$ cat src/hdl/pdr_pkg.sv
// ----------------------------------------------------------------------------
// pdr_pkg
// Shared constants, codes, types and helpers for the palette dither converter.
// ----------------------------------------------------------------------------
package pdr_pkg;

   // Palette geometry
   localparam int PAL_ENTRIES = 256;
   localparam int PAL_ADDR_W  = $clog2(PAL_ENTRIES);
   localparam int COLOR_W     = 24;
   localparam int CHAN_W      = 8;
   localparam int INDEX_W     = 8;

   // Line geometry
   localparam int MAX_LINE_WIDTH = 1024;
   localparam int COL_W          = $clog2(MAX_LINE_WIDTH);
   localparam int WIDTH_W        = COL_W + 1;
   localparam int LW_W           = 11;

   // Configuration port
   localparam int CSR_INDEX_W = 1;
   localparam int CSR_DATA_W  = 11;
   localparam logic [CSR_INDEX_W-1:0] CSR_OUTPUT_MODE = 1'b0;
   localparam logic [CSR_INDEX_W-1:0] CSR_LINE_WIDTH  = 1'b1;

   // Output modes; bit 1 set selects packed output
   localparam int MODE_W = 2;
   localparam logic [MODE_W-1:0] MODE_PLAIN  = 2'd0;
   localparam logic [MODE_W-1:0] MODE_DITHER = 2'd1;
   localparam int MODE_PACKED_BIT = 1;

   localparam logic [LW_W-1:0]   LINE_WIDTH_RESET  = 11'd320;
   localparam logic [MODE_W-1:0] OUTPUT_MODE_RESET = MODE_DITHER;

   // Commands
   localparam logic CMD_WRITE = 1'b0;
   localparam logic CMD_PIXEL = 1'b1;

   // Dither offsets
   localparam logic [CHAN_W-1:0] OFS_RG_EE = 8'd0;
   localparam logic [CHAN_W-1:0] OFS_RG_OE = 8'd16;
   localparam logic [CHAN_W-1:0] OFS_RG_EO = 8'd24;
   localparam logic [CHAN_W-1:0] OFS_RG_OO = 8'd8;
   localparam logic [CHAN_W-1:0] OFS_B_EE  = 8'd0;
   localparam logic [CHAN_W-1:0] OFS_B_OE  = 8'd32;
   localparam logic [CHAN_W-1:0] OFS_B_EO  = 8'd48;
   localparam logic [CHAN_W-1:0] OFS_B_OO  = 8'd16;

   // Pixel position parity carried with a pixel down the pipeline
   typedef struct packed {
      logic col_odd;
      logic row_odd;
   } pos_type;

   function automatic logic [CHAN_W-1:0] dither_rg(input pos_type pos);
      logic [CHAN_W-1:0] ofs;
      unique case ({pos.row_odd, pos.col_odd})
         2'b00:   ofs = OFS_RG_EE;
         2'b01:   ofs = OFS_RG_OE;
         2'b10:   ofs = OFS_RG_EO;
         default: ofs = OFS_RG_OO;
      endcase
      return ofs;
   endfunction

   function automatic logic [CHAN_W-1:0] dither_b(input pos_type pos);
      logic [CHAN_W-1:0] ofs;
      unique case ({pos.row_odd, pos.col_odd})
         2'b00:   ofs = OFS_B_EE;
         2'b01:   ofs = OFS_B_OE;
         2'b10:   ofs = OFS_B_EO;
         default: ofs = OFS_B_OO;
      endcase
      return ofs;
   endfunction

   function automatic logic [CHAN_W-1:0] sat_add(input logic [CHAN_W-1:0] v,
                                                 input logic [CHAN_W-1:0] ofs);
      logic [CHAN_W:0] sum;
      sum = {1'b0, v} + {1'b0, ofs};
      return sum[CHAN_W] ? {CHAN_W{1'b1}} : sum[CHAN_W-1:0];
   endfunction

   function automatic logic [CHAN_W-1:0] to_rgb332(input logic [CHAN_W-1:0] r,
                                                   input logic [CHAN_W-1:0] g,
                                                   input logic [CHAN_W-1:0] b);
      return {r[7:5], g[7:5], b[7:6]};
   endfunction

endpackage

$ cat src/hdl/pdr_color_fmt.sv
// ----------------------------------------------------------------------------
// pdr_color_fmt
// Output color formatting: plain RGB332, dithered RGB332 or packed BGR.
// ----------------------------------------------------------------------------
module pdr_color_fmt
   import pdr_pkg::*;
(
   input  logic [COLOR_W-1:0] entry,
   input  logic               hit,
   input  logic [MODE_W-1:0]  mode,
   input  pos_type            pos,
   output logic [COLOR_W-1:0] color
);

   logic [COLOR_W-1:0] val;
   logic [CHAN_W-1:0]  r, g, b;
   logic [CHAN_W-1:0]  ofs_rg, ofs_b;

   // an index beyond the palette reads as zero
   assign val    = hit ? entry : '0;
   assign r      = val[CHAN_W-1:0];
   assign g      = val[2*CHAN_W-1:CHAN_W];
   assign b      = val[3*CHAN_W-1:2*CHAN_W];
   assign ofs_rg = dither_rg(pos);
   assign ofs_b  = dither_b(pos);

   always_comb begin
      priority if (mode[MODE_PACKED_BIT]) begin
         color = val;
      end else if (mode == MODE_DITHER) begin
         color = {{(COLOR_W-CHAN_W){1'b0}},
                  to_rgb332(sat_add(r, ofs_rg), sat_add(g, ofs_rg), sat_add(b, ofs_b))};
      end else begin
         color = {{(COLOR_W-CHAN_W){1'b0}}, to_rgb332(r, g, b)};
      end
   end

endmodule
$ cat config.mk
export PLATFORM = sky130hd
export DESIGN_NAME = pdr_color_fmt
export DESIGN_NICKNAME = d
export VERILOG_FILES = /design/src/hdl/pdr_pkg.sv /design/src/hdl/pdr_color_fmt.sv
export SDC_FILE = /design/constraint.sdc
export NUM_CORES = 1
export LEC_CHECK = 0
export ABC_AREA = 1
export BUFFER_PORTS_ARGS = -buffer_cell sky130_fd_sc_hd__buf_2
export CORE_MARGIN = 2
export CORE_UTILIZATION = 40
export DETAILED_ROUTE_END_ITERATION = 8
export GPL_TIMING_DRIVEN = 0
export PLACE_DENSITY = 0.84
export RECOVER_POWER = 100
export SLEW_MARGIN = 25
export SYNTH_ARGS = -nofsm -noshare
export SYNTH_HDL_FRONTEND = slang
export SYNTH_SLANG_ARGS = --single-unit
$ cat constraint.sdc
create_clock -name vclk -period 2.4
set_clock_uncertainty 0.2 [all_clocks]
set_input_delay 0.24 -clock vclk [all_inputs]
set_output_delay 0.24 -clock vclk [all_outputs]
set_load 0.005 [all_outputs]
==> impl_metrics.csv, run 1 <==
group,metric,value,unit
yosys,netlist_area,588.1,sq um
timing,grt_setup_unrepaired,"no",
grt,grt_pass1_vias,718,
timing,finalCritPeriodShare,0.9145,
timing,setup_tns,0,ps
final_layout,area_growth,45.32,%
grt,grt_overflow,0,
setup_path,critPathKind,"input pin to output port",
clocking,postCtsSetupBuffers,0,
final_layout,nNetsFinal,211,
setup_path,cp_common_cell,"nand2_1",
setup_path,cp-start-kind,"input pin",
status,outcome,"complete, no violations",
yosys,syn_avg_cell_area,4.781,sq um
yosys,synth_fp_nets,157,
setup_path,critPathMaxStageDelay,300,ps
grt,antenna_found_initial,0,
final_layout,seqCellArea,0,sq um
drt,route.vias.total,855,
setup_path,crit_chain,"buf_2 -> inv_1 -> ha_1 -> inv_1 -> ha_1 -> nand3_2 -> o21bai_1 -> nand3_1 -> nand2_1 -> nand2_1 -> nand2_1 -> nand2_1 -> clkbuf_1",
timing,finalMaxSlewViolations,0,
drt,avgViaCountPerCell,4.500,
timing,fmax,0.4556,GHz
hold_path,hold_class,"input pin to output port",
drt,drt-pass1-iter-count,4,
power_and_ir_drop,power.density,151.6,nW/um^2
timing,setup_viol,0,
grt,grt_pass1_wl,2863,microns
drt,drt.antenna.violating_nets,0,
timing,period_needed,2195,ps
floorplan,die_w,42.34,microns
setup_path,critPathCaptureType,"output port",
yosys,ys_warn_count,0,
yosys,ys_types,19,
floorplan,core,1334,sq um
setup_path,crit_path_max_fanout,3,
floorplan,start_util,0.4409,
drt,wl_per_cell,8.926,microns
floorplan,die_h,42.34,microns
floorplan,dieArea,1793,sq um
drt,drt_iter0_drc,17,
yosys,postSynthCellCount,123,
final_layout,flops_and_latches,0,
final_layout,drive_gt1_frac,0.3143,
floorplan,ios,53,
setup_path,required,1960,ps
clocking,cts_resized,0,
yosys,synth.yosys.seq_area_share,0,
power_and_ir_drop,p_leak,0.6011,nW
final_layout,clock_buffers,0,
setup_path,critical_path_arrival,1750,ps
floorplan,rows,13,
grt,grt_use_total,0.1865,
drt,drc,0,
place,hpwlAfterDp,1477,microns
grt,grt_start_max_net_pins,11,
timing,maxSlewHeadroom,0.6635,
timing,finalHoldViolations,0,
timing,tightest_slew,504.7,ps
flow_run,maxCapViolCount,0,
power_and_ir_drop,peakVddDrop,0.07717,mV
place,globalplace.congestion,0.7701,
power_and_ir_drop,finalPower,0.1295,mW
setup_path,slowest_stage,"ha_1",
clocking,cts-hold-fix-buffers,0,
final_layout,num_antenna_cells,0,
place,port_buffers,52,
drt,drt_wl_total,1696,microns
-- worst max-delay path: cells and delay by family --
kind,cells,cell delay [ps]
compound gates,1,220
fa+ha+maj,2,560
buf+inv,4,290
simple gates,6,440
-- power by group --
part	leakage, nW	internal (mW)	switching, mW	total [mW]
logic	0.601	0.0580	0.0715	0.130
registers	0	0	0	0
clock network	0	0	0	0
total	0.601	0.0580	0.0715	0.130
-- final timing paths --
check   endpoint  cells after the start  slack [ps]      start
max     color[3]                     13         210     pos[1]
min    color[10]                      4         540  entry[10]
-- cells in the final DEF (no fill, tap or decap), drive strengths merged --
cell	count
nand3	13
nand2	43
inv	26
ha	5
nand3b	1
o21ai	3
o21bai	1
nor2	23
buf	36
a22oi	1
and2	1
a21oi	3
clkbuf	19
-- cells by family after synthesis --
group,Yosys count,share of synthesized area
compound gates,8,0.08938
fa+ha+maj,5,0.1064
buf+inv,29,0.2149
simple gates,81,0.5894
-- metal layers --
layer | vias to the layer above | global-route usage | part of all wire
met4 | 0 | 0.006250 | 0
met5 | - | 0 | 0
li1 | 479 | - | -
met2 | 21 | 0.3385 | 0.51
met3 | 0 | 0.01293 | 0.047
met1 | 355 | 0.2506 | 0.45
-- through the flow --
| step | utilization | setup slack [ps] | cell area (sq um) | instances | hold slack [ps] |
|---|---|---|---|---|---|
| 2_1_floorplan | - | 504.0 | 588.1 | 123 | 350.7 |
| 3_3_place_gp | 0.6501 | 245.9 | 867.1 | 190 | 543.8 |
| 3_5_place_dp | 0.6501 | 167.4 | 867.1 | 190 | 549.6 |
| 4_1_cts | 0.6501 | 163.3 | 867.1 | 190 | 549.3 |
| 5_1_grt | 0.6407 | 59.75 | 854.6 | 190 | 568.0 |
| 6_report | 0.6407 | 205.1 | 854.6 | 190 | 537.4 |
-- synth_stat cells --
cell type,number,share of area
inv_1,26,0.17
nand2_1,38,0.24
nor2_2,1,0.011
ha_1,5,0.11
a22oi_1,1,0.013
nor2_1,22,0.14
nand2_2,5,0.053
o21bai_1,1,0.013
clkbuf_1,1,0.0064
clkbuf_8,1,0.023
nand3b_1,1,0.013
buf_6,1,0.019
o21ai_0,2,0.017
a21oi_2,1,0.015
nand3_1,12,0.10
o21ai_2,1,0.015
nand3_2,1,0.017
a21oi_1,2,0.017
and2_1,1,0.011
-- layout make-up --
class | instances | area, sq um
Fill cell | 143 | 479.2
Multi-Input combinational cell | 94 | 457.9
Timing Repair Buffer | 52 | 251.5
Inverter | 26 | 97.59
Buffer | 3 | 28.78
Tap cell | 15 | 18.77
(Power assumes the default switching activity.)
==> inputs of run 2 (changes only) <==
MAX_ROUTING_LAYER = met4   (was unset)
REMOVE_ABC_BUFFERS = 1   (was unset)
SLEW_MARGIN = unset   (was 25)
==> impl_metrics.csv, run 2 (same netlist as run 1, synthesis figures left out) <==
group,metric,value,unit
status,outcome,"complete, no violations",
timing,setup_viol,0,
timing,maxSlewHeadroom,0.7713,
final_layout,flops_and_latches,0,
drt,drt.antenna.violating_nets,0,
place,port_buffers,53,
drt,drt_iter0_drc,13,
grt,grt_start_max_net_pins,19,
final_layout,seqCellArea,0,sq um
final_layout,final_common_cell,"nand2_1",
hold_path,hold_class,"input pin to output port",
final_layout,area_growth,40.64,%
floorplan,ios,53,
power_and_ir_drop,p_leak,0.5871,nW
timing,setup_tns,0,ps
power_and_ir_drop,peakVddDrop,0.08215,mV
final_layout,finish.utilization,0.6201,
setup_path,path_buf_inv,4,
final_layout,drive_gt1_frac,0.3006,
final_layout,multi_input_area,455.4,sq um
floorplan,core,1334,sq um
final_layout,num_antenna_cells,0,
setup_path,crit_path_max_fanout,3,
grt,grt_use_total,0.1727,
clocking,cts-hold-fix-buffers,0,
drt,drt_wl_total,1647,microns
timing,finalCritPeriodShare,0.9331,
timing,grt_setup_unrepaired,"no",
setup_path,required,1960,ps
drt,highest_layer,"met3",
timing,period_needed,2239,ps
hold_path,hold_depth,4,
hold_path,min_to,"color[1]",
hold_path,hold_start,"entry[1]",
final_layout,num-fill-cells,147,
setup_path,cp_common_cell,"nand2_1",
timing,finalMaxSlewViolations,0,
setup_path,critical_path_arrival,1800,ps
final_layout,stdcell_area,827.0,sq um
floorplan,dieArea,1793,sq um
place,globalplace.congestion,0.7842,
timing,finalHoldViolations,0,
setup_path,critPathMaxStageDelay,310,ps
setup_path,critPathCaptureType,"output port",
drt,met2_length,747,microns
floorplan,rows,13,
place,hpwlAfterDp,1404,microns
power_and_ir_drop,power.density,151.5,nW/um^2
floorplan,die_h,42.34,microns
drt,drt-pass1-iter-count,4,
floorplan,start_util,0.4409,
setup_path,slowest_stage,"ha_1",
drt,drc,0,
final_layout,layout_common_cells,"nand2_1, buf_2, inv_1",
setup_path,cp-start-kind,"input pin",
grt,grt_overflow,0,
floorplan,die_w,42.34,microns
drt,avgViaCountPerCell,4.617,
timing,fmax,0.4465,GHz
grt,grt_pass1_vias,663,
clocking,postCtsSetupBuffers,0,
setup_path,critPathTopFamily,"adder cells",
timing,tightest_slew,343.1,ps
drt,wl_per_cell,8.761,microns
flow_run,maxCapViolCount,0,
final_layout,nNetsFinal,209,
setup_path,critPathKind,"input pin to output port",
drt,m1WireLength,711,microns
grt,antenna_found_initial,0,
place,dpl_cell_area,843.3,sq um
clocking,cts_resized,0,
grt,grt_pass1_wl,2608,microns
final_layout,clock_buffers,0,
drt,route.vias.total,868,
setup_path,crit_chain,"buf_2 -> inv_1 -> ha_1 -> inv_1 -> ha_1 -> nand3_2 -> o21bai_1 -> nand3_1 -> nand2_1 -> nand2_1 -> nand2_1 -> nand2_1 -> clkbuf_1",
drt,routed-wl-met3,187,microns
==> run 2: cell count changes in the layout (fill, tap and decap cells not counted) <==
cell,delta
buf_2,+2
clkbuf_8,-1
nand2_1,+1
buf_6,-1
nand2_2,-1
clkbuf_2,-2
==> run 2: worst max path at each step <==
stage | from | to | cells after the start
3_3_place_gp | pos[1] | color[3] | 13
4_1_cts | pos[1] | color[3] | 13
2_1_floorplan | pos[1] | color[3] | 11
3_5_place_dp | pos[1] | color[3] | 13
5_1_grt | pos[1] | color[3] | 13
6_report | pos[1] | color[3] | 13
==> run 2: stage by stage <==
stage | std cells | hold slack (ps) | power, mW | worst slack (ps)
floorplan | 120 | 350.7 | 0.06778 | 547.8
global placement | 188 | 545.6 | 0.1242 | 218.3
detailed placement | 188 | 546.2 | 0.1282 | 164.5
CTS | 188 | 547.3 | 0.1290 | 149.7
global route | 188 | 560.2 | 0.1424 | 44.17
finish | 188 | 543.6 | 0.1253 | 160.6
==> run 2: area by class of cell <==
cell class                      instances  area share
Tap cell                               15     0.02269
Inverter                               26      0.1180
Timing Repair Buffer                   53      0.3086
Multi-Input combinational cell         94      0.5507
==> run 2: power by group <==
part | leakage (nW) | internal [mW] | total [mW] | switching (mW)
combinational | 0.587 | 0.0544 | 0.125 | 0.0709
clock | 0 | 0 | 0 | 0
sequential | 0 | 0 | 0 | 0
total | 0.587 | 0.0544 | 0.125 | 0.0709
==> run 2: layer usage <==
metal | track usage | up-vias
met4 | 0 | 0
met1 | 0.2278 | 355
met5 | - | -
met2 | 0.2985 | 43
li1 | - | 470
met3 | 0.02155 | 0
