===== src/hdl/pdr_pkg.sv =====
// ----------------------------------------------------------------------------
// pdr_pkg
// Shared constants, codes, types and helpers for the palette dither converter.
// ----------------------------------------------------------------------------
package pdr_pkg;

   // Palette geometry
   localparam int PAL_ENTRIES = 256;
   localparam int PAL_ADDR_W  = $clog2(PAL_ENTRIES);
   localparam int COLOR_W     = 24;
   localparam int CHAN_W      = 8;
   localparam int INDEX_W     = 8;

   // Line geometry
   localparam int MAX_LINE_WIDTH = 1024;
   localparam int COL_W          = $clog2(MAX_LINE_WIDTH);
   localparam int WIDTH_W        = COL_W + 1;
   localparam int LW_W           = 11;

   // Configuration port
   localparam int CSR_INDEX_W = 1;
   localparam int CSR_DATA_W  = 11;
   localparam logic [CSR_INDEX_W-1:0] CSR_OUTPUT_MODE = 1'b0;
   localparam logic [CSR_INDEX_W-1:0] CSR_LINE_WIDTH  = 1'b1;

   // Output modes; bit 1 set selects packed output
   localparam int MODE_W = 2;
   localparam logic [MODE_W-1:0] MODE_PLAIN  = 2'd0;
   localparam logic [MODE_W-1:0] MODE_DITHER = 2'd1;
   localparam int MODE_PACKED_BIT = 1;

   localparam logic [LW_W-1:0]   LINE_WIDTH_RESET  = 11'd320;
   localparam logic [MODE_W-1:0] OUTPUT_MODE_RESET = MODE_DITHER;

   // Commands
   localparam logic CMD_WRITE = 1'b0;
   localparam logic CMD_PIXEL = 1'b1;

   // Dither offsets
   localparam logic [CHAN_W-1:0] OFS_RG_EE = 8'd0;
   localparam logic [CHAN_W-1:0] OFS_RG_OE = 8'd16;
   localparam logic [CHAN_W-1:0] OFS_RG_EO = 8'd24;
   localparam logic [CHAN_W-1:0] OFS_RG_OO = 8'd8;
   localparam logic [CHAN_W-1:0] OFS_B_EE  = 8'd0;
   localparam logic [CHAN_W-1:0] OFS_B_OE  = 8'd32;
   localparam logic [CHAN_W-1:0] OFS_B_EO  = 8'd48;
   localparam logic [CHAN_W-1:0] OFS_B_OO  = 8'd16;

   // Pixel position parity carried with a pixel down the pipeline
   typedef struct packed {
      logic col_odd;
      logic row_odd;
   } pos_type;

   function automatic logic [CHAN_W-1:0] dither_rg(input pos_type pos);
      logic [CHAN_W-1:0] ofs;
      unique case ({pos.row_odd, pos.col_odd})
         2'b00:   ofs = OFS_RG_EE;
         2'b01:   ofs = OFS_RG_OE;
         2'b10:   ofs = OFS_RG_EO;
         default: ofs = OFS_RG_OO;
      endcase
      return ofs;
   endfunction

   function automatic logic [CHAN_W-1:0] dither_b(input pos_type pos);
      logic [CHAN_W-1:0] ofs;
      unique case ({pos.row_odd, pos.col_odd})
         2'b00:   ofs = OFS_B_EE;
         2'b01:   ofs = OFS_B_OE;
         2'b10:   ofs = OFS_B_EO;
         default: ofs = OFS_B_OO;
      endcase
      return ofs;
   endfunction

   function automatic logic [CHAN_W-1:0] sat_add(input logic [CHAN_W-1:0] v,
                                                 input logic [CHAN_W-1:0] ofs);
      logic [CHAN_W:0] sum;
      sum = {1'b0, v} + {1'b0, ofs};
      return sum[CHAN_W] ? {CHAN_W{1'b1}} : sum[CHAN_W-1:0];
   endfunction

   function automatic logic [CHAN_W-1:0] to_rgb332(input logic [CHAN_W-1:0] r,
                                                   input logic [CHAN_W-1:0] g,
                                                   input logic [CHAN_W-1:0] b);
      return {r[7:5], g[7:5], b[7:6]};
   endfunction

endpackage


===== src/hdl/pdr_position.sv =====
// ----------------------------------------------------------------------------
// pdr_position
// Pixel column/row tracker with line wrap and frame restart.
// ----------------------------------------------------------------------------
module pdr_position
   import pdr_pkg::*;
(
   input  logic            clock,
   input  logic            reset,
   input  logic            advance,
   input  logic            frame_start,
   input  logic [LW_W-1:0] line_width,
   output pos_type         pos
);

   logic [COL_W-1:0]   column_ff, column_in;
   logic               row_odd_ff, row_odd_in;
   logic [COL_W-1:0]   cur_col;
   logic               cur_row;
   logic [WIDTH_W-1:0] eff_width;
   logic [WIDTH_W-1:0] col_plus;

   always_comb begin
      priority if (line_width == '0) begin
         eff_width = WIDTH_W'(1);
      end else if (32'(line_width) > MAX_LINE_WIDTH) begin
         eff_width = WIDTH_W'(MAX_LINE_WIDTH);
      end else begin
         eff_width = WIDTH_W'(line_width);
      end
   end

   assign cur_col  = frame_start ? '0 : column_ff;
   assign cur_row  = frame_start ? 1'b0 : row_odd_ff;
   assign col_plus = {1'b0, cur_col} + WIDTH_W'(1);

   always_comb begin
      column_in  = column_ff;
      row_odd_in = row_odd_ff;
      if (advance) begin
         // wrap also covers a column left beyond a shrunk width
         if (col_plus >= eff_width) begin
            column_in  = '0;
            row_odd_in = ~cur_row;
         end else begin
            column_in  = col_plus[COL_W-1:0];
            row_odd_in = cur_row;
         end
      end
   end

   always_ff @(posedge clock) begin
      if (reset) begin
         column_ff  <= '0;
         row_odd_ff <= 1'b0;
      end else begin
         column_ff  <= column_in;
         row_odd_ff <= row_odd_in;
      end
   end

   assign pos.col_odd = cur_col[0];
   assign pos.row_odd = cur_row;

endmodule


===== config.mk =====
export PLATFORM = sky130hd
export DESIGN_NAME = pdr_position
export DESIGN_NICKNAME = d
export VERILOG_FILES = /design/src/hdl/pdr_pkg.sv /design/src/hdl/pdr_position.sv
export SDC_FILE = /design/constraint.sdc
export NUM_CORES = 1
export LEC_CHECK = 0
export ABC_AREA = 1
export BUFFER_PORTS_ARGS = -buffer_cell sky130_fd_sc_hd__buf_2
export CAP_MARGIN = 20
export CORE_ASPECT_RATIO = 1.2
export CORE_UTILIZATION = 44
export CTS_BUF_LIST = sky130_fd_sc_hd__clkbuf_16
export CTS_CLUSTER_DIAMETER = 80
export CTS_CLUSTER_SIZE = 8
export DETAILED_ROUTE_END_ITERATION = 6
export PLACE_DENSITY = 0.68
export SLEW_MARGIN = 25
export SYNTH_ARGS = -nofsm -noshare
export SYNTH_HDL_FRONTEND = slang
export SYNTH_SLANG_ARGS = --single-unit

===== constraint.sdc =====
create_clock -name clock -period 2.9 [get_ports clock]
set_input_delay 0.29 -clock clock [delete_from_list [all_inputs] [get_ports clock]]
set_output_delay 0.29 -clock clock [all_outputs]
set_load 0.02 [all_outputs]

==> out/metrics.yaml, run 1 <==
sta:
  worstMarginPinSlew_ps: 313
  min_period_ps: 2650
  fmax_mhz: 377
  skew_ps: 0.637
  max_slew_margin: 0.789
  setup_viol: 0
  rsz0062_at_grt: "no"
  fin_crit_sh: 0.915
  tns_ps: 0
  finalHoldViolations: 0
  slew_viol_final: 0
clocking:
  path_clk_slew_ps: 40
  clock_latency_ps: 240
  h-tree-depth: 1
  cts_buffers: 3
  cts_root_buf: "clkbuf_16"
  clock_sinks: 11
  clock_path_buffers: 2
  cts_tree: "done"
  ctsHoldBuffers: 0
synthesis:
  synth.distinct_cells: 30
  synth_seq_area_share: 0.187
  ys_warn_count: 0
  synth-main-ff-cell: "dfxtp_1"
  postSynthAreaPerCell_sq_um: 6.25
  synth_cells: 188
  syn_area_sq_um: 1170
  synth_edf_count: 0
  ys_ff_latch: 11
  synth_nets: 215
  postSynth.asyncResetShare: 0
setup_path:
  end_kind: "flip-flop"
  path_class: "flip-flop to flip-flop"
  r2r_slack_ps: 250
  cp-start-kind: "flip-flop"
  crit_fanout: 5
  crit_arrival_ps: 2820
  required_ps: 3070
layout:
  multiInputGateArea_sq_um: 832
  diodes: 0
  instances_no_fill: 238
  final_common_cell: "nand2_1"
  nets: 233
  num-fill-cells: 257
  drive_above_1_share: 0.200
  post-route-cell-area_sq_um: 1370
  seq_area_sq_um: 220
  utilization: 0.541
  final_cell_mix: "60 x nand2_1, 22 x inv_1, 16 x nand3_1, 16 x buf_2, 14 x a21oi_1"
  syn2layout_area_growth_pct: 16.4
die:
  initial_utilization: 0.465
  num_rows: 20
  fp.dieArea_sq_um: 2880
  fp.dieW_um: 49.2
  fp.dieH_um: 58.6
  pin_count: 17
  core_sq_um: 2530
global_route:
  grt_pass1_vias: 1159
  grt_max_degree: 15
  overflow: 0
  grt_usage: 0.213
  antenna_found_initial: 0
  grt_first_pass_wirelength_mm: 4.71
power_and_ir_drop:
  p_leak_nw: 0.697
  vdd_drop_max_mv: 0.206
  total_power_mw: 0.478
  powerDensity_nw_per_um2: 350
detailed_routing:
  drc_errors: 0
  drtIter0Drc: 28
  dr.pass1.iters: 4
  vias_per_cell: 5.03
  dr_total_vias: 1196
  wl_per_cell_um: 11.4
  drt-total-wl_mm: 2.72
  postRouteAntennaNets: 0
place:
  place.gp.congestion: 0.903
  dp_cells: 233
  port_buffers: 16
  hpwl_mm: 2.24
  placed_cell_area_sq_um: 1260
min_path:
  worstHoldPathType: "primary input to flip-flop"
run:
  maxCapViolations: 0
status:
  status: "complete, no violations"
-- kinds of logic after synthesis --
family	after synthesis	synth area share
compound gates	19	0.0863
xor+xnor	1	0.00746
fa+ha+maj	12	0.128
buf+inv	33	0.125
flops	11	0.187
simple gates	112	0.466
-- metal layers --
metal | track usage | up-vias | part of all wire
met1 | 0.247 | 525 | 0.43
met2 | 0.376 | 30 | 0.52
met4 | 0.105 | 0 | 0.020
met5 | 0 | - | 0
li1 | - | 635 | -
met3 | 0.0362 | 6 | 0.029
-- cells in the mapped netlist (2+ instances only) --
master,instances,area (sq um)
a21oi_1,14,70.1
nand3b_1,2,15.0
nand4_1,3,18.8
nor2_1,13,48.8
inv_2,5,18.8
dfxtp_1,11,220
inv_1,21,78.8
nand3_1,16,80.1
nand3_2,4,40.0
buf_4,2,15.0
ha_1,12,150
or2_1,4,25.0
o21ai_1,3,15.0
nand2_1,62,233
-- layout make-up --
class | instances | area share
tap | 33 | 0.0302
clock inverter | 1 | 0.00274
multi-input combinational | 145 | 0.608
clock buffer | 3 | 0.0549
timing repair buffer | 17 | 0.0640
sequential | 11 | 0.161
inverter | 28 | 0.0787
-- power breakdown --
group | internal, mW | total [mW] | switching [mW]
Combinational | 0.0268 | 0.0717 | 0.0448
Sequential | 0.154 | 0.156 | 0.00200
Clock | 0.181 | 0.251 | 0.0698
-- repair_timing --
| item | CTS | global route |
|---|---|---|
| setup endpoints to repair | 0 | 9 |
| setup buffers | 0 | 0 |
| gates resized for setup | 0 | 4 |
-- worst paths after layout --
kind | start | endpoint | depth (start not counted)
setup / recovery | column_ff[0] | column_ff[5] | 15
setup reg to reg | column_ff[0] | column_ff[5] | 15
hold / removal | reset | column_ff[7] | 2
hold reg to reg | column_ff[8] | column_ff[8] | 2
-- critical path, stage by stage (launching register included) --
cell and delay [ps]:
dfxtp_1 370, inv_1 60, nor2_1 140, ha_2 230, nand3_2 120, nor2_4 160, nand3_1 100, nor3b_1 210
ha_1 270, nand2_1 100, inv_2 40, a21oi_1 210, nand2_2 150, nor2_4 200, nand3_1 90, a21oi_1 140
-- registers in the layout, summed over array words and instances (netlist names) --
| register | count |
|---|---|
| column_ff | 10 |
| row_odd_ff | 1 |
-- per-stage QoR --
| stage | hold slack, ps | setup WS [ps] |
|---|---|---|
| after floorplan | 434 | 65.9 |
| after global placement | 486 | 297 |
| after detailed placement | 485 | 205 |
| after CTS | 350 | 234 |
| after global routing | 361 | 5.14 |
| final | 354 | 246 |
No activity file was read; power rests on OpenSTA's default activity.
==> run 2: changes to the inputs <==
--- a/config.mk
+++ b/config.mk
@@ -8,7 +8,7 @@
 export ABC_AREA = 1
 export BUFFER_PORTS_ARGS = -buffer_cell sky130_fd_sc_hd__buf_2
 export CAP_MARGIN = 20
-export CORE_ASPECT_RATIO = 1.2
+export CORE_ASPECT_RATIO = 1.75
 export CORE_UTILIZATION = 44
 export CTS_BUF_LIST = sky130_fd_sc_hd__clkbuf_16
 export CTS_CLUSTER_DIAMETER = 80
==> run 2 against run 1 <==
Against the previous run:
- clock power shrank 2%
- critical path depth grew 3
- first-iteration DRC count shrank 25%
- largest cell class unchanged
- clock skew grew 1.1 ps
- global-route usage grew 2.7 points
- non-clock buffer count is the same
- fmax grew 0.96%
==> out/metrics.yaml, run 2 (same netlist as run 1, synthesis figures left out) <==
die:
  initial_utilization: 0.466  # was 0.465
  fp.dieArea_sq_um: 2890  # was 2880 sq um
  fp.dieH_um: 70.4  # was 58.6 um
  core_sq_um: 2520  # was 2530 sq um
  pin_count: 17  # unchanged
  num_rows: 24  # was 20
  fp.dieW_um: 41.1  # was 49.2 um
layout:
  nets: 232  # was 233
  drive_above_1_share: 0.191  # was 0.200
  post-route-cell-area_sq_um: 1340  # was 1370 sq um
  top_register: "column_ff"  # unchanged
  largest_reg_flops: 10  # unchanged
  final_common_cell: "nand2_1"  # unchanged
  diodes: 0  # unchanged
  largestRegisters: "column_ff: 10 flops, row_odd_ff: 1 flops"  # unchanged
  final_cell_mix: "61 x nand2_1, 22 x inv_1, 16 x nand3_1, 16 x buf_2, 14 x a21oi_1"  # was 60 x nand2_1, 22 x inv_1, 16 x nand3_1, 16 x buf_2, 14 x a21oi_1
  syn2layout_area_growth_pct: 14.3  # was 16.4%
  instances_no_fill: 230  # was 238
setup_path:
  cp_common_cell: "nand2_1"
  r2r.worst_path.cells: 18  # was 15
  crit_fanout: 10  # was 5
  crit_start: "column_ff[0]"  # unchanged
  r2r_start: "column_ff[0]"  # unchanged
  crit_path_end: "column_ff[2]"  # was column_ff[5]
  cp_top_family: "simple AND/OR/NAND/NOR gates"  # unchanged
  r2r_slack_ps: 270  # was 250 ps
  required_ps: 3060  # was 3070 ps
  end_kind: "flip-flop"  # unchanged
  path_buf_inv: 2  # unchanged
  path_cells: "inv_1 -> nor2_1 -> ha_1 -> nand3_2 -> nor2_2 -> nand3_1 -> nand2_1 -> nand2_1 -> ha_1 -> nand2_1 -> inv_1 -> nand2_1 -> nor2_1 -> nand2_1 -> nand2_1 -> nor2_8 -> nand3_1 -> a21oi_1"  # was inv_1 -> nor2_1 -> ha_2 -> nand3_2 -> nor2_4 -> nand3_1 -> nor3b_1 -> ha_1 -> nand2_1 -> inv_2 -> a21oi_1 -> nand2_2 -> nor2_4 -> nand3_1 -> a21oi_1
  critPathMaxStageDelay_ps: 370  # about the same
  crit_slowest_cell: "dfxtp_1"  # unchanged
  path_class: "flip-flop to flip-flop"  # unchanged
  cp.depth: 18  # was 15
  cp-start-kind: "flip-flop"  # unchanged
  rr_endpoint: "column_ff[2]"  # was column_ff[5]
  crit_arrival_ps: 2790  # was 2820 ps
place:
  dp_cells: 226  # was 233
  hpwl_mm: 2.40  # was 2.24 mm
  placed_cell_area_sq_um: 1260  # about the same
  place.gp.congestion: 0.809  # was 0.903
  dp_slack_ps: 173  # was 205 ps
  port_buffers: 16  # unchanged
detailed_routing:
  wl_per_cell_um: 12.2  # was 11.4 um
  vias_per_cell: 5.27  # was 5.03
  drt-total-wl_mm: 2.81  # was 2.72 mm
  dr.pass1.iters: 5  # was 4
  drc_errors: 0  # unchanged
  drtIter0Drc: 21  # was 28
  postRouteAntennaNets: 0  # unchanged
  dr_total_vias: 1212  # was 1196
sta:
  finalWorstSetupSlack_ps: 272  # was 246 ps
  min_period_ps: 2630  # was 2650 ps
  max_slew_margin: 0.805  # was 0.789
  slew_viol_final: 0  # unchanged
  fin_crit_sh: 0.906  # was 0.915
  worstMarginPinSlew_ps: 289  # was 313 ps
  setup_viol: 0  # unchanged
  finalHoldViolations: 0  # unchanged
  skew_ps: 1.71  # was 0.637 ps
  fmax_mhz: 380  # was 377 MHz
  rsz0062_at_grt: "no"  # unchanged
  tns_ps: 0  # unchanged
clocking:
  h-tree-depth: 1  # unchanged
  clock_path_buffers: 2  # unchanged
  post-cts-setup-buffers: 0  # unchanged
  ctsHoldBuffers: 0  # unchanged
  cts-resized-gates: 0  # unchanged
  cts_buffers: 3  # unchanged
  cts_tree: "done"  # unchanged
  clock_sinks: 11  # unchanged
  clock_latency_ps: 240  # about the same
  cts_root_buf: "clkbuf_16"  # unchanged
  path_clk_slew_ps: 40  # about the same
status:
  status: "complete, no violations"  # unchanged
min_path:
  min-delay-start: "reset"  # unchanged
  worstHoldPathType: "primary input to flip-flop"  # unchanged
global_route:
  antenna_found_initial: 0  # unchanged
  grt_pass1_vias: 1223  # was 1159
  grt_usage: 0.240  # was 0.213
  grt_max_degree: 15  # unchanged
  overflow: 0  # unchanged
  grt_first_pass_wirelength_mm: 4.86  # was 4.71 mm
power_and_ir_drop:
  powerDensity_nw_per_um2: 353  # was 350 nW/um^2
  vdd_drop_max_mv: 0.256  # was 0.206 mV
  p_leak_nw: 0.696  # was 0.697 nW
run:
  maxCapViolations: 0  # unchanged
## run 2: cell count changes in the layout (fill, tap and decap cells not counted), sizes merged
| cell | previous run | this run |
|---|---|---|
| nor2 | 17 | 16 |
## run 2: metal layers
metal  global-route usage  part of all wire  up-vias
li1                     -                 -      637
met1                0.220              0.36      535
met2                0.450              0.59       34
met3               0.0349             0.031        6
met4                0.104             0.018        0
met5                    0                 0        -
## run 2: layout make-up
class | count | area, sq um
Clock inverter | 1 | 3.75
Tap cell | 26 | 32.5
Multi-Input combinational cell | 144 | 816
Timing Repair Buffer | 17 | 87.6
Inverter | 28 | 108
Clock buffer | 3 | 75.1
Fill cell | 263 | 1180
Sequential cell | 11 | 220
## run 2: power breakdown
group,total [mW],internal (mW),switching [mW],leakage [nW]
sequential,0.156,0.154,0.00207,0.0889
clock,0.246,0.181,0.0656,0.0423
combinational,0.0722,0.0263,0.0459,0.565
## run 2: metrics by stage
stage	power [mW]	hold WS, ps	util
floorplan	0.208	434	-
global placement	0.229	479	0.498
detailed placement	0.231	493	0.498
CTS	0.476	365	0.529
global route	0.498	388	0.532
finish	0.474	371	0.532
## run 2: worst min-delay path by stage
stage / endpoint / slack (ps) / depth (start not counted)
floorplan: row_odd_ff / 430 / 3
global placement: column_ff[9] / 480 / 2
detailed placement: column_ff[9] / 490 / 2
CTS: column_ff[7] / 370 / 2
global route: column_ff[7] / 390 / 2
finish: column_ff[7] / 370 / 2
## run 2: worst reg2reg max path, delay by kind of cell (launching register included)
family	cells	cell delay [ps]
buf+inv	2	90
simple gates	13	1380
fa+ha+maj	2	550
compound gates	1	150
flops	1	370
==> run 3: changes to the inputs <==
--- a/config.mk
+++ b/config.mk
@@ -7,14 +7,13 @@
 export LEC_CHECK = 0
 export ABC_AREA = 1
 export BUFFER_PORTS_ARGS = -buffer_cell sky130_fd_sc_hd__buf_2
-export CAP_MARGIN = 20
 export CORE_ASPECT_RATIO = 1.75
 export CORE_UTILIZATION = 44
 export CTS_BUF_LIST = sky130_fd_sc_hd__clkbuf_16
 export CTS_CLUSTER_DIAMETER = 80
 export CTS_CLUSTER_SIZE = 8
 export DETAILED_ROUTE_END_ITERATION = 6
-export PLACE_DENSITY = 0.68
+export GPL_ROUTABILITY_DRIVEN = 0
 export SLEW_MARGIN = 25
 export SYNTH_ARGS = -nofsm -noshare
 export SYNTH_HDL_FRONTEND = slang
==> run 3 against run 2 <==
Against the previous run:
- register-to-register slack improved by 30 ps
- sequential cell count unchanged
- via count shrank 2.6%
- routed wire length is 3.8% lower
- fmax grew 1.2%
- worst setup slack gained 30 ps
- clock power rose by 5%
- combinational power decreased by 0.6%
==> out/metrics.yaml, run 3 (same netlist as run 1, synthesis figures left out) <==
status:
  status: "complete, no violations"  # unchanged
global_route:
  grt_max_degree: 15  # unchanged
  antenna_found_initial: 0  # unchanged
  grt_first_pass_wirelength_mm: 4.39  # was 4.86 mm
  overflow: 0  # unchanged
  grt_usage: 0.225  # was 0.240
  grt_pass1_vias: 1032  # was 1223
power_and_ir_drop:
  total_power_mw: 0.485  # was 0.474 mW
  seqPwrFrac: 0.321  # was 0.329
  p_leak_nw: 0.697  # was 0.696 nW
  vdd_drop_max_mv: 0.236  # was 0.256 mV
  p_int_mw: 0.362  # was 0.361 mW
  power_frac_clock: 0.531  # was 0.519
  swShare: 0.255  # was 0.239
  powerDensity_nw_per_um2: 363  # was 353 nW/um^2
  combPwrFrac: 0.148  # was 0.152
  p_sw_mw: 0.124  # was 0.114 mW
clocking:
  path_clk_slew_ps: 40  # about the same
  ctsHoldBuffers: 0  # unchanged
  post-cts-setup-buffers: 0  # unchanged
  cts_root_buf: "clkbuf_16"  # unchanged
  clock_sinks: 11  # unchanged
  h-tree-depth: 1  # unchanged
  cts_buffers: 3  # unchanged
  clock_path_buffers: 2  # unchanged
  cts-resized-gates: 0  # unchanged
  cts_tree: "done"  # unchanged
  clock_latency_ps: 240  # about the same
detailed_routing:
  drt-total-wl_mm: 2.70  # was 2.81 mm
  dr.pass1.iters: 4  # was 5
  dr_total_vias: 1180  # was 1212
  drc_errors: 0  # unchanged
  wl_per_cell_um: 11.7  # was 12.2 um
  vias_per_cell: 5.13  # was 5.27
  drtIter0Drc: 27  # was 21
  postRouteAntennaNets: 0  # unchanged
sta:
  finalHoldViolations: 0  # unchanged
  fmax_mhz: 385  # was 380 MHz
  rsz0062_at_grt: "no"  # unchanged
  skew_ps: 2.06  # was 1.71 ps
  setup_viol: 0  # unchanged
  max_slew_margin: 0.799  # was 0.805
  tns_ps: 0  # unchanged
  slew_viol_final: 0  # unchanged
  worstMarginPinSlew_ps: 300  # was 289 ps
  min_period_ps: 2600  # was 2630 ps
  fin_crit_sh: 0.896  # was 0.906
layout:
  largestRegisters: "column_ff: 10 flops, row_odd_ff: 1 flops"  # unchanged
  nets: 232  # unchanged
  utilization: 0.529  # was 0.532
  final_cell_mix: "62 x nand2_1, 22 x inv_1, 16 x nand3_1, 16 x buf_2, 14 x a21oi_1"  # was 61 x nand2_1, 22 x inv_1, 16 x nand3_1, 16 x buf_2, 14 x a21oi_1
  top_register: "column_ff"  # unchanged
  syn2layout_area_growth_pct: 13.6  # was 14.3%
  drive_above_1_share: 0.181  # was 0.191
  diodes: 0  # unchanged
  largest_reg_flops: 10  # unchanged
  post-route-cell-area_sq_um: 1340  # about the same
  final_common_cell: "nand2_1"  # unchanged
setup_path:
  crit_fanout: 10  # unchanged
  cp-start-kind: "flip-flop"  # unchanged
  end_kind: "flip-flop"  # unchanged
  path_class: "flip-flop to flip-flop"  # unchanged
  crit_arrival_ps: 2770  # was 2790 ps
  required_ps: 3070  # was 3060 ps
die:
  core_sq_um: 2520  # unchanged
  pin_count: 17  # unchanged
  fp.dieW_um: 41.1  # unchanged
  num_rows: 24  # unchanged
  fp.dieH_um: 70.4  # unchanged
  fp.dieArea_sq_um: 2890  # unchanged
  initial_utilization: 0.466  # unchanged
place:
  placed_cell_area_sq_um: 1260  # unchanged
  hpwl_mm: 2.27  # was 2.40 mm
  port_buffers: 16  # unchanged
min_path:
  worstHoldPathType: "primary input to flip-flop"  # unchanged
run:
  maxCapViolations: 0  # unchanged
==> run 3: path summary, 6_finish.rpt <==
path | from | endpoint | slack, ps | cells past startpoint
worst min-delay path | reset | column_ff[7] | 380 | 2
worst max-delay path | column_ff[0] | column_ff[4] | 300 | 15
worst max register to register | column_ff[0] | column_ff[4] | 300 | 15
worst min register to register | column_ff[8] | column_ff[8] | 490 | 2
==> run 3: final cells by class <==
| class | instances | area, sq um |
|---|---|---|
| fill | 250 | 1190 |
| multi-input combinational | 144 | 808 |
| sequential | 11 | 220 |
| inverter | 28 | 108 |
| timing repair buffer | 17 | 87.6 |
| clock buffer | 3 | 75.1 |
| tap | 26 | 32.5 |
| clock inverter | 1 | 3.75 |
==> run 3: worst max-delay path: stages (launching register included) <==
cell,delay (ps)
dfxtp_1,360
inv_1,50
nor2_1,130
ha_1,210
nand3_2,110
nor2_2,190
nand3_1,110
nor3b_1,200
ha_1,270
nand2_1,100
inv_2,40
a21oi_1,160
nand2_1,150
nor2_8,200
nand3_1,100
a21oi_1,130
==> run 3: per-stage QoR <==
| step | instances | hold WS [ps] | worst slack [ps] |
|---|---|---|---|
| global placement | 226 | 472 | 252 |
| finish | 230 | 377 | 302 |
| detailed placement | 226 | 483 | 217 |
| CTS | 230 | 366 | 283 |
| global route | 230 | 394 | 43.9 |
| floorplan | 188 | 434 | 65.9 |
==> run 3: power by group through the flow <==
stage / Clock, mW / Combinational, mW / Sequential (mW)
after floorplan: 0 / 0.0497 / 0.158
after global placement: 0 / 0.0711 / 0.158
after detailed placement: 0 / 0.0728 / 0.158
after CTS: 0.261 / 0.0729 / 0.156
after global routing: 0.270 / 0.0816 / 0.156
final: 0.258 / 0.0718 / 0.156
==> run 3: layer usage <==
metal  global-route usage  vias up  wire length, um
li1                     -      631                -
met1                0.229      527             1110
met2                0.399       17             1460
met3               0.0190        5               62
met4                0.122        0               74
met5                    0        -                0
